[config.mk]
export PLATFORM = sky130hd
export DESIGN_NAME = min_median_mean_collapse_unit
export DESIGN_NICKNAME = d
export VERILOG_FILES = /design/src/rtl/core/mmmc_pkg.sv /design/src/rtl/core/mmmc_cell.sv /design/src/rtl/core/mmmc_divider.sv /design/src/rtl/core/min_median_mean_collapse_unit.sv
export SDC_FILE = /design/constraint.sdc
export NUM_CORES = 2
export LEC_CHECK = 0
export BUFFER_PORTS_ARGS = -buffer_cell sky130_fd_sc_hd__buf_2
export CAP_MARGIN = 20
export CELL_PAD_IN_SITES_DETAIL_PLACEMENT = 0
export CELL_PAD_IN_SITES_GLOBAL_PLACEMENT = 1
export CORE_ASPECT_RATIO = 0.8
export CORE_MARGIN = 2
export CORE_UTILIZATION = 45
export DETAILED_ROUTE_END_ITERATION = 7
export PLACE_DENSITY_LB_ADDON = 0.1
export SLEW_MARGIN = 20
export SYNTH_ARGS = -nofsm -noshare
export SYNTH_HDL_FRONTEND = slang
export SYNTH_HIERARCHICAL = 1
export SYNTH_SLANG_ARGS = --single-unit
[constraint.sdc]
create_clock -name clk -period 9.9 [get_ports clk]
set_input_delay 0.495 -clock clk [delete_from_list [all_inputs] [get_ports clk]]
set_output_delay 0.495 -clock clk [all_outputs]
set_load 0.05 [all_outputs]
[src/rtl/core/mmmc_pkg.sv]
// shared types and constants of the min median mean collapse unit
`default_nettype none

package mmmc_pkg;

  localparam int MAX_SAMPLES = 16;
  localparam int SCORE_W     = 32;
  localparam int CNT_W       = $clog2(MAX_SAMPLES + 1);
  localparam int SUM_W       = SCORE_W + $clog2(MAX_SAMPLES);
  localparam int STEP_W      = $clog2(SUM_W);

  typedef enum logic [1:0] {
    ST_IDLE,
    ST_LOAD,
    ST_DIVIDE,
    ST_RESULT
  } state_t;

  // broadcast to every cell of the chain
  typedef struct packed {
    logic               ins;
    logic               shift;
    logic [SCORE_W-1:0] v;
  } cell_ctl_t;

endpackage

`default_nettype wire

[src/rtl/core/mmmc_cell.sv]
// one cell of the sorting chain: holds one sample, inserts or shifts toward cell 0
`default_nettype none

module mmmc_cell
  import mmmc_pkg::*;
(
  input  wire logic               clk,
  input  wire cell_ctl_t          ctl,
  input  wire logic               occupied,
  input  wire logic               prev_gt,
  input  wire logic [SCORE_W-1:0] prev_val,
  input  wire logic [SCORE_W-1:0] next_val,
  output logic                    gt,
  output logic [SCORE_W-1:0]      val
);

  logic [SCORE_W-1:0] val_r;
  logic [SCORE_W-1:0] val_nxt;

  // an empty cell acts as plus infinity
  assign gt  = !occupied || ($signed(val_r) > $signed(ctl.v));
  assign val = val_r;

  always_comb begin
    val_nxt = val_r;
    if (ctl.shift) begin
      val_nxt = next_val;
    end else if (ctl.ins && gt) begin
      val_nxt = prev_gt ? prev_val : ctl.v;
    end
  end

  always_ff @(posedge clk) begin
    val_r <= val_nxt;
  end

endmodule

`default_nettype wire

[src/rtl/core/mmmc_divider.sv]
// restoring divider, one quotient bit a cycle while step is high, magnitude of the sum by the count
`default_nettype none

module mmmc_divider
  import mmmc_pkg::*;
(
  input  wire logic             clk,
  input  wire logic             load,
  input  wire logic             step,
  input  wire logic [SUM_W-1:0] dividend,
  input  wire logic [CNT_W-1:0] divisor,
  output logic      [SUM_W-1:0] quotient
);

  logic [SUM_W-1:0] d_r;
  logic [SUM_W-1:0] d_nxt;
  logic [CNT_W-1:0] rem_r;
  logic [CNT_W-1:0] rem_nxt;
  logic [CNT_W:0]   rem_sh;
  logic             qbit;

  always_comb begin
    rem_sh  = {rem_r, d_r[SUM_W-1]};
    qbit    = (rem_sh >= {1'b0, divisor});
    d_nxt   = d_r;
    rem_nxt = rem_r;
    if (load) begin
      d_nxt   = dividend;
      rem_nxt = '0;
    end else if (step) begin
      d_nxt   = {d_r[SUM_W-2:0], qbit};
      rem_nxt = qbit ? CNT_W'(rem_sh - {1'b0, divisor}) : rem_sh[CNT_W-1:0];
    end
  end

  always_ff @(posedge clk) begin
    d_r   <= d_nxt;
    rem_r <= rem_nxt;
  end

  assign quotient = d_r;

endmodule

`default_nettype wire

[src/rtl/core/min_median_mean_collapse_unit.sv]
// top level: sorting chain, running sum, serial mean divider and result register
//
// channel | dir | handshake          | payload
// in_     | in  | in_tvalid/tready   | tdata[31:0] score, tlast last
// out_    | out | out_tvalid/tready  | tdata[31:0] robust_score, tuser overflow
//
// a sample is written into the chain as it is accepted; samples of a run go back to back
// after the marked sample: a load state, the divider states and a result state follow;
// the chain shifts out the median meanwhile
// in_tready is low from the marked sample until the result is registered
// the result waits in the output register while the next run loads
// rst_n is synchronous and active low and clears control state only
`default_nettype none

module min_median_mean_collapse_unit
  import mmmc_pkg::*;
(
  input  wire logic        clk,
  input  wire logic        rst_n,
  input  wire logic        in_tvalid,
  output logic             in_tready,
  input  wire logic [31:0] in_tdata,   // [31:0] score
  input  wire logic        in_tlast,
  output logic             out_tvalid,
  input  wire logic        out_tready,
  output logic      [31:0] out_tdata,  // [31:0] robust_score
  output logic             out_tuser   // [0] overflow
);

  state_t state_r, state_nxt;

  logic [CNT_W-1:0]   count_r, count_nxt;
  logic [SUM_W-1:0]   sum_r, sum_nxt;
  logic               drop_r, drop_nxt;
  logic [CNT_W-1:0]   n_r, n_nxt;
  logic               neg_r, neg_nxt;
  logic               ovf_r, ovf_nxt;
  logic [STEP_W-1:0]  step_r, step_nxt;
  logic [SCORE_W-1:0] lo_r, lo_nxt;
  logic [SCORE_W-1:0] hi_r, hi_nxt;
  logic               out_valid_r, out_valid_nxt;
  logic [SCORE_W-1:0] out_score_r, out_score_nxt;
  logic               out_ovf_r, out_ovf_nxt;

  logic               in_acc;
  logic               has_room;
  logic               ins;
  logic               div_load;
  logic               div_step;
  logic               finish;
  logic               out_free;
  cell_ctl_t          ctl;

  logic [SCORE_W-1:0] cell_val [MAX_SAMPLES];
  logic               cell_gt  [MAX_SAMPLES];
  logic [SUM_W-1:0]   dividend;
  logic [SUM_W-1:0]   quotient;
  logic [STEP_W-1:0]  half;
  logic [SCORE_W:0]   pair_sum;
  logic [SCORE_W-1:0] median;
  logic [SCORE_W-1:0] mean;
  logic [SUM_W-1:0]   mean_full;

  assign in_acc   = in_tvalid && in_tready;
  assign has_room = (count_r < CNT_W'(MAX_SAMPLES));
  assign ins      = in_acc && has_room;
  assign out_free = !out_valid_r || out_tready;

  // sequencer: next state
  always_comb begin
    state_nxt = state_r;
    unique case (state_r)
      ST_IDLE:   if (in_acc && in_tlast) state_nxt = ST_LOAD;
      ST_LOAD:   state_nxt = ST_DIVIDE;
      ST_DIVIDE: if (step_r == STEP_W'(SUM_W - 1)) state_nxt = ST_RESULT;
      ST_RESULT: if (out_free) state_nxt = ST_IDLE;
      default:   state_nxt = ST_IDLE;
    endcase
  end

  // sequencer: outputs
  always_comb begin
    in_tready = 1'b0;
    div_load  = 1'b0;
    div_step  = 1'b0;
    finish    = 1'b0;
    unique case (state_r)
      ST_IDLE:   in_tready = 1'b1;
      ST_LOAD:   div_load  = 1'b1;
      ST_DIVIDE: div_step  = 1'b1;
      ST_RESULT: finish    = out_free;
      default:   in_tready = 1'b0;
    endcase
  end

  assign ctl = '{ins: ins, shift: div_step, v: in_tdata};

  genvar gi;
  generate
    for (gi = 0; gi < MAX_SAMPLES; gi++) begin : g_chain
      logic               p_gt;
      logic [SCORE_W-1:0] p_val;
      logic [SCORE_W-1:0] n_val;
      if (gi == 0) begin : g_first
        assign p_gt  = 1'b0;
        assign p_val = in_tdata;
      end else begin : g_mid
        assign p_gt  = cell_gt[gi-1];
        assign p_val = cell_val[gi-1];
      end
      if (gi == MAX_SAMPLES - 1) begin : g_end
        assign n_val = cell_val[gi];
      end else begin : g_inner
        assign n_val = cell_val[gi+1];
      end
      mmmc_cell u_cell (
        .clk      (clk),
        .ctl      (ctl),
        .occupied (count_r > CNT_W'(gi)),
        .prev_gt  (p_gt),
        .prev_val (p_val),
        .next_val (n_val),
        .gt       (cell_gt[gi]),
        .val      (cell_val[gi])
      );
    end
  endgenerate

  // floor division of a negative sum: -ceil(|s| / n), and |s| + n - 1 = ~s + n
  assign dividend = sum_r[SUM_W-1] ? (~sum_r + SUM_W'(count_r)) : sum_r;

  mmmc_divider u_div (
    .clk      (clk),
    .load     (div_load),
    .step     (div_step),
    .dividend (dividend),
    .divisor  (n_r),
    .quotient (quotient)
  );

  assign half      = STEP_W'(n_r >> 1);
  assign pair_sum  = {lo_r[SCORE_W-1], lo_r} + {hi_r[SCORE_W-1], hi_r};
  assign median    = n_r[0] ? hi_r : pair_sum[SCORE_W:1];
  assign mean_full = neg_r ? (~quotient + SUM_W'(1)) : quotient;
  assign mean      = mean_full[SCORE_W-1:0];

  always_comb begin
    count_nxt     = count_r;
    sum_nxt       = sum_r;
    drop_nxt      = drop_r;
    n_nxt         = n_r;
    neg_nxt       = neg_r;
    ovf_nxt       = ovf_r;
    step_nxt      = step_r;
    lo_nxt        = lo_r;
    hi_nxt        = hi_r;
    out_valid_nxt = out_valid_r;
    out_score_nxt = out_score_r;
    out_ovf_nxt   = out_ovf_r;

    if (out_valid_r && out_tready) out_valid_nxt = 1'b0;

    if (ins) begin
      count_nxt = count_r + CNT_W'(1);
      sum_nxt   = sum_r + {{(SUM_W - SCORE_W){in_tdata[SCORE_W-1]}}, in_tdata};
    end else if (in_acc) begin
      drop_nxt = 1'b1;
    end

    if (div_load) begin
      n_nxt     = count_r;
      neg_nxt   = sum_r[SUM_W-1];
      ovf_nxt   = drop_r;
      step_nxt  = '0;
      count_nxt = '0;
      sum_nxt   = '0;
      drop_nxt  = 1'b0;
    end

    // cell 0 holds the element of rank step_r while the chain drains
    if (div_step) begin
      step_nxt = step_r + STEP_W'(1);
      if (step_r == half) hi_nxt = cell_val[0];
      if (step_r + STEP_W'(1) == half) lo_nxt = cell_val[0];
    end

    if (finish) begin
      out_valid_nxt = 1'b1;
      out_score_nxt = ($signed(mean) < $signed(median)) ? mean : median;
      out_ovf_nxt   = ovf_r;
    end
  end

  always_ff @(posedge clk) begin
    if (!rst_n) begin
      state_r     <= ST_IDLE;
      count_r     <= '0;
      sum_r       <= '0;
      drop_r      <= 1'b0;
      out_valid_r <= 1'b0;
    end else begin
      state_r     <= state_nxt;
      count_r     <= count_nxt;
      sum_r       <= sum_nxt;
      drop_r      <= drop_nxt;
      out_valid_r <= out_valid_nxt;
    end
  end

  always_ff @(posedge clk) begin
    n_r         <= n_nxt;
    neg_r       <= neg_nxt;
    ovf_r       <= ovf_nxt;
    step_r      <= step_nxt;
    lo_r        <= lo_nxt;
    hi_r        <= hi_nxt;
    out_score_r <= out_score_nxt;
    out_ovf_r   <= out_ovf_nxt;
  end

  assign out_tvalid = out_valid_r;
  assign out_tdata  = out_score_r;
  assign out_tuser  = out_ovf_r;

  a_count_bound: assert property (@(posedge clk) disable iff (!rst_n)
    count_r <= CNT_W'(MAX_SAMPLES))
    else $error("sample count beyond store depth");

  a_last_starts_load: assert property (@(posedge clk) disable iff (!rst_n)
    in_tvalid && in_tready && in_tlast |=> state_r == ST_LOAD)
    else $error("marked item did not start the result sequence");

  a_finish_emits: assert property (@(posedge clk) disable iff (!rst_n)
    state_r == ST_RESULT && out_free |=> out_valid_r && state_r == ST_IDLE)
    else $error("result not registered at end of run");

  a_load_clears: assert property (@(posedge clk) disable iff (!rst_n)
    state_r == ST_LOAD |=> count_r == '0 && sum_r == '0 && !drop_r)
    else $error("run state not cleared after last item");

endmodule

`default_nettype wire
; ---- Word level (Yosys, flattened, before mapping)
; Cells that the tools add are included.
[word_totals]
input_bits = 37
ff_bits = 708
[op_classes]
eq_ne = 9
n_reduce_logical = 78
add_sub_neg = 7
magnitude_cmp = 35
n_bitwise = 5
mux = 64
[ops]
columns = operator, count
row1 = $mux 32, 48
row2 = $gt 32x32->1, 16
row3 = $mux 36, 3
row4 = $gt 5x4->1 const B, 8
row5 = $add 36x36->36, 1
row6 = $add 36x5->36, 1
row7 = $not 36->36, 1
row8 = $reduce_bool 2->1, 17
row9 = $add 32x32->33, 1
row10 = $add 32x1->32 const B, 1
row11 = $lt 32x32->1, 1
row12 = $not 32->32, 1
row13 = $gt 5x3->1 const B, 4
row14 = $logic_and 1x1->1, 20
row15 = $logic_not 1->1, 17
row16 = $logic_or 1x1->1, 17
row17 = $eq 6x4->1, 2
row18 = $mux 6, 2
row19 = $gt 5x1->1 const B, 2
row20 = $gt 5x2->1 const B, 2
row21 = $pmux 2 s4, 1
row22 = $reduce_and 2->1, 4
row23 = $add 6x1->6 const B, 1
row24 = $eq 6x6->1 const B, 1
row25 = 14 further kinds, 26

; ---- Logic depth before layout (Yosys ltp)
[depth]
word_depth = 7
depth_mapped = 21
depth_no_buf = 18

; ---- By module
; The synthesis kept the hierarchy.
[by_module_without_submodules]
columns = mod, seq_area_each_um2, area_each_um2, cells_each, instances
row1 = mmmc_cell, 960.9, 2474.9, 260, 16
row2 = min_median_mean_collapse_unit, 4204.0, 12100.4, 1359, 1
row3 = mmmc_divider, 1181.1, 1983.2, 135, 1

; ---- Worst setup path after synthesis
; OpenSTA, ideal clock, no wires.
[synth_timing]
path_kind = register -> register
startpoint = reg state_r[0]
endpoint = reg hi_r[0], enable pin
slack_ns = 4.912
stages_incl_launch_ff = 6
path_buffers = 1
required_time_ns = 9.398
setup_ns = 0.502
arrival_ns = 4.486
synth_period_minus_slack_ns = 4.988
path_cell_list = dfxtp_1 -> inv_1 -> ha_1 -> clkbuf_1 -> nand3_1 -> nor4_1
[synth_via]
elab_chain_cells = 3
[synth_lines]
columns = element, line_no
row1 = "start, declared", min_median_mean_collapse_unit.sv:30  ; state_t state_r, state_nxt;
row2 = "start signal, assigned", min_median_mean_collapse_unit.sv:202  ; state_r <= state_nxt;
row3 = $eq 2x2->1, min_median_mean_collapse_unit.sv:87  ; unique case (state_r)
row4 = $mux 1, min_median_mean_collapse_unit.sv:87
row5 = net div_step, min_median_mean_collapse_unit.sv:49  ; logic div_step;
row6 = $reduce_and 2->1 (no line), n/a
row7 = "end signal, assigned", min_median_mean_collapse_unit.sv:216  ; hi_r <= hi_nxt;
row8 = "end, declared", min_median_mean_collapse_unit.sv:40  ; logic [SCORE_W-1:0] hi_r, hi_nxt;
; The timed path passes the listed nets, and every way through them passes these cells.
; A chain may end at the register's enable or synchronous reset.

; ---- Worst setup path after layout
[layout_timing]
startpoint = reg lo_r[6]
endpoint = reg out_score_r[1], in the netlist out_tdata[1], data pin
[layout_via]
elab_chain_cells = 4
[layout_lines]
columns = element, line_no
row1 = "start, declared", min_median_mean_collapse_unit.sv:39  ; logic [SCORE_W-1:0] lo_r, lo_nxt;
row2 = "start signal, assigned", min_median_mean_collapse_unit.sv:215  ; lo_r <= lo_nxt;
row3 = $add 32x32->33, min_median_mean_collapse_unit.sv:142  ; assign pair_sum = {lo_r[SCORE_W-1], lo_r} + {hi_r[SCORE_W-1], hi_r};
row4 = $mux 32, min_median_mean_collapse_unit.sv:143  ; assign median = n_r[0] ? hi_r : pair_sum[SCORE_W:1];
row5 = $lt 32x32->1, min_median_mean_collapse_unit.sv:189  ; out_score_nxt = ($signed(mean) < $signed(median)) ? mean : median;
row6 = $mux 32, min_median_mean_collapse_unit.sv:189
row7 = "end signal, assigned", min_median_mean_collapse_unit.sv:217  ; out_score_r <= out_score_nxt;
row8 = "end, declared", min_median_mean_collapse_unit.sv:42  ; logic [SCORE_W-1:0] out_score_r, out_score_nxt;
; Every way passes these cells.

==> flow_metrics.tcl <==
set metrics [dict create \
    status "complete, no violations" \
    seq_power_share_pct 39.4 \
    portBuffers 71 \
    swShare_pct 43.3 \
    wl_met2_um 70600 \
    die_w_um 390 \
    postRouteAntennaNets 0 \
    critPathRequiredTime_ns 10.34 \
    antenna_found_initial 6 \
    die_h_um 313 \
    syn_area_per_cell_um2 9.50 \
    gp_congestion 0.868 \
    num_vias 42200 \
    cp_max_fo 56 \
    drv_slew 0 \
    synthToLayoutAreaGrowth_pct 9.25 \
    netlist_area_mm2 0.0537 \
    synth_nets 6322 \
    via_per_inst 5.80 \
    cts_resized 0 \
    maxCapViolations 0 \
    wl_per_cell_um 22.2 \
    io_pins 72 \
    top_layer "met4" \
    grt_max_degree 238 \
    fin_skew_ns 0.0221 \
    dieArea_mm2 0.122 \
    fin_cells 7280 \
    firstDrtPassIters 6 \
    place_hpwl_um 119000 \
    wl_met1_um 79000 \
    rsz0062_at_grt "false" \
    core_mm2 0.118 \
    postCtsSetupBuffers 0 \
    fin_ws_ns 3.68 \
    fin_crit_ns 6.22 \
    synth_warnings 6 \
    hold_violations 0 \
    syn_inst 5652 \
    cp.arrival_ns 6.67 \
    tightest_slew_ns 1.08 \
    fin_hold_ws_ns 0.132 \
    cts-root-buf "clkbuf_16" \
    grt_pass1_wl_um 249000 \
    cts_sinks 708 \
    ctsHoldBuffers 0 \
    pre_cts_ws_ns 3.76 \
    drc_errors 0 \
    crit_type "reg2reg" \
    rows 113 \
    placed_area_mm2 0.0560 \
    p_switching_w 0.00812 \
    dpl.cell_count 7131 \
    wl_met3_um 9510 \
    hold_class "in2reg" \
    nNetsFinal 6334 \
    p_leak_nw 27.3 \
    p_comb_share_pct 44.0 \
    cts_buffer_depth 3 \
    startpoint_type "register" \
    drive_gt1_share_pct 7.75 \
    grt_pass1_vias 40700 \
    design_area_mm2 0.0586 \
    p_int_w 0.0106 \
    finalWirelength_um 162000 \
    ir_drop_uv 166 \
    setup_tns_ns 0 \
    filler_cell_count 11300 \
    start_util_pct 45.3 \
    clk_latency_ns 0.70 \
    htree_levels 3 \
    slew_headroom_pct 28.0 \
    drt-initial-drc-count 3845 \
    path_clk_slew_ns 0.06 \
    setup-violations-final 0 \
    cp-end-kind "register" \
    p_clk_share_pct 16.7 \
    max_freq_ghz 0.161 \
    power_density_mw_per_mm2 320 \
    cts_tree "yes" \
    cts_buffers 83 \
    fin_crit_sh_pct 62.9 \
    grt_overflow 0 \
    grt_util_all_layers_pct 26.2 \
]
## final timing paths
path / startpoint / to / slack [ns] / depth (start not counted)
setup / recovery: lo_r[6] / out_tdata[1] / 3.68 / 16
hold / removal: out_tready / out_tvalid / 0.13 / 4
setup reg to reg: lo_r[6] / out_tdata[1] / 3.68 / 16
hold reg to reg: ovf_r / out_tuser / 0.43 / 0
## critical path: stages, from the launching register on
cell and delay (ns):
edfxtp_1 0.38, ha_1 0.36, a2111oi_0 0.76, a211oi_1 0.31
or3_1 0.49, a311oi_1 0.59, o21ai_0 0.24, mux2i_1 0.24
nand2_1 0.08, ha_1 0.31, nand4_1 0.08, nor2_1 0.21
nand2_1 0.10, o41ai_1 0.58, o31a_2 0.95, nand2_1 0.13
o21a_1 0.14
## power groups by stage
stage	logic, W	clock network, W	registers [W]
after detailed placement	0.00816	0	0.00744
after global placement	0.00799	0	0.00744
final	0.00824	0.00312	0.00738
after CTS	0.00820	0.00319	0.00739
after global routing	0.00937	0.00330	0.00756
after floorplan	0.00597	0	0.00672
## layer usage
layer	up-vias	track usage, %
met5	-	0
met4	0	4.45
met3	138	3.63
met2	1006	40.2
met1	20400	39.6
li1	20600	-
## sequential cells by signal, indices dropped and copies added, names as in the netlist
name                cells
u_div/quotient         36
step_r                  6
g_chain.u_cell/val    512
out_tdata              32
state_r                 2
sum_r                  36
out_tvalid              1
ovf_r                   1
neg_r                   1
lo_r                   32
hi_r                   32
u_div/rem_r             5
count_r                 5
n_r                     5
drop_r                  1
out_tuser               1
## placed cells by master (no fill, tap or decap), drive strengths merged, types with 11 or more instances in the layout
cell type	instances
or4	13
clkinv	35
clkbuf	104
and4	21
o21ai	691
nor2b	14
a211oi	52
o221ai	18
nor4	41
edfxtp	658
a31oi	12
nor2	143
o21a	24
or2	23
and2	14
ha	629
a21oi	358
dfxtp	50
inv	610
or3	20
o41ai	14
o31ai	43
nand2b	37
o211ai	18
xnor2	84
o211a	38
xor2	29
nand4	117
a2111oi	19
a211o	11
buf	161
a21o	89
mux2	37
nand2	737
nand3	118
nor3	22
mux2i	528
## through the flow
stage	utilization, %	total power [W]
2_1_floorplan	-	0.0127
3_3_place_gp	47.2	0.0154
3_5_place_dp	47.3	0.0156
4_1_cts	49.5	0.0188
5_1_grt	49.5	0.0202
6_report	49.5	0.0187
## layout make-up
type | instances | area [um^2] | area share [%]
clock buffers | 104 | 2230 | 3.80
well taps | 1552 | 1940 | 3.31
multi-input cells | 4102 | 29900 | 51.1
repair buffers | 161 | 1060 | 1.81
clock inverters | 44 | 413 | 0.704
diodes | 1 | 2.50 | 0.00427
inverters | 608 | 2280 | 3.89
flip-flops and latches | 708 | 20800 | 35.4
Power figures use the tool's default switching activity.
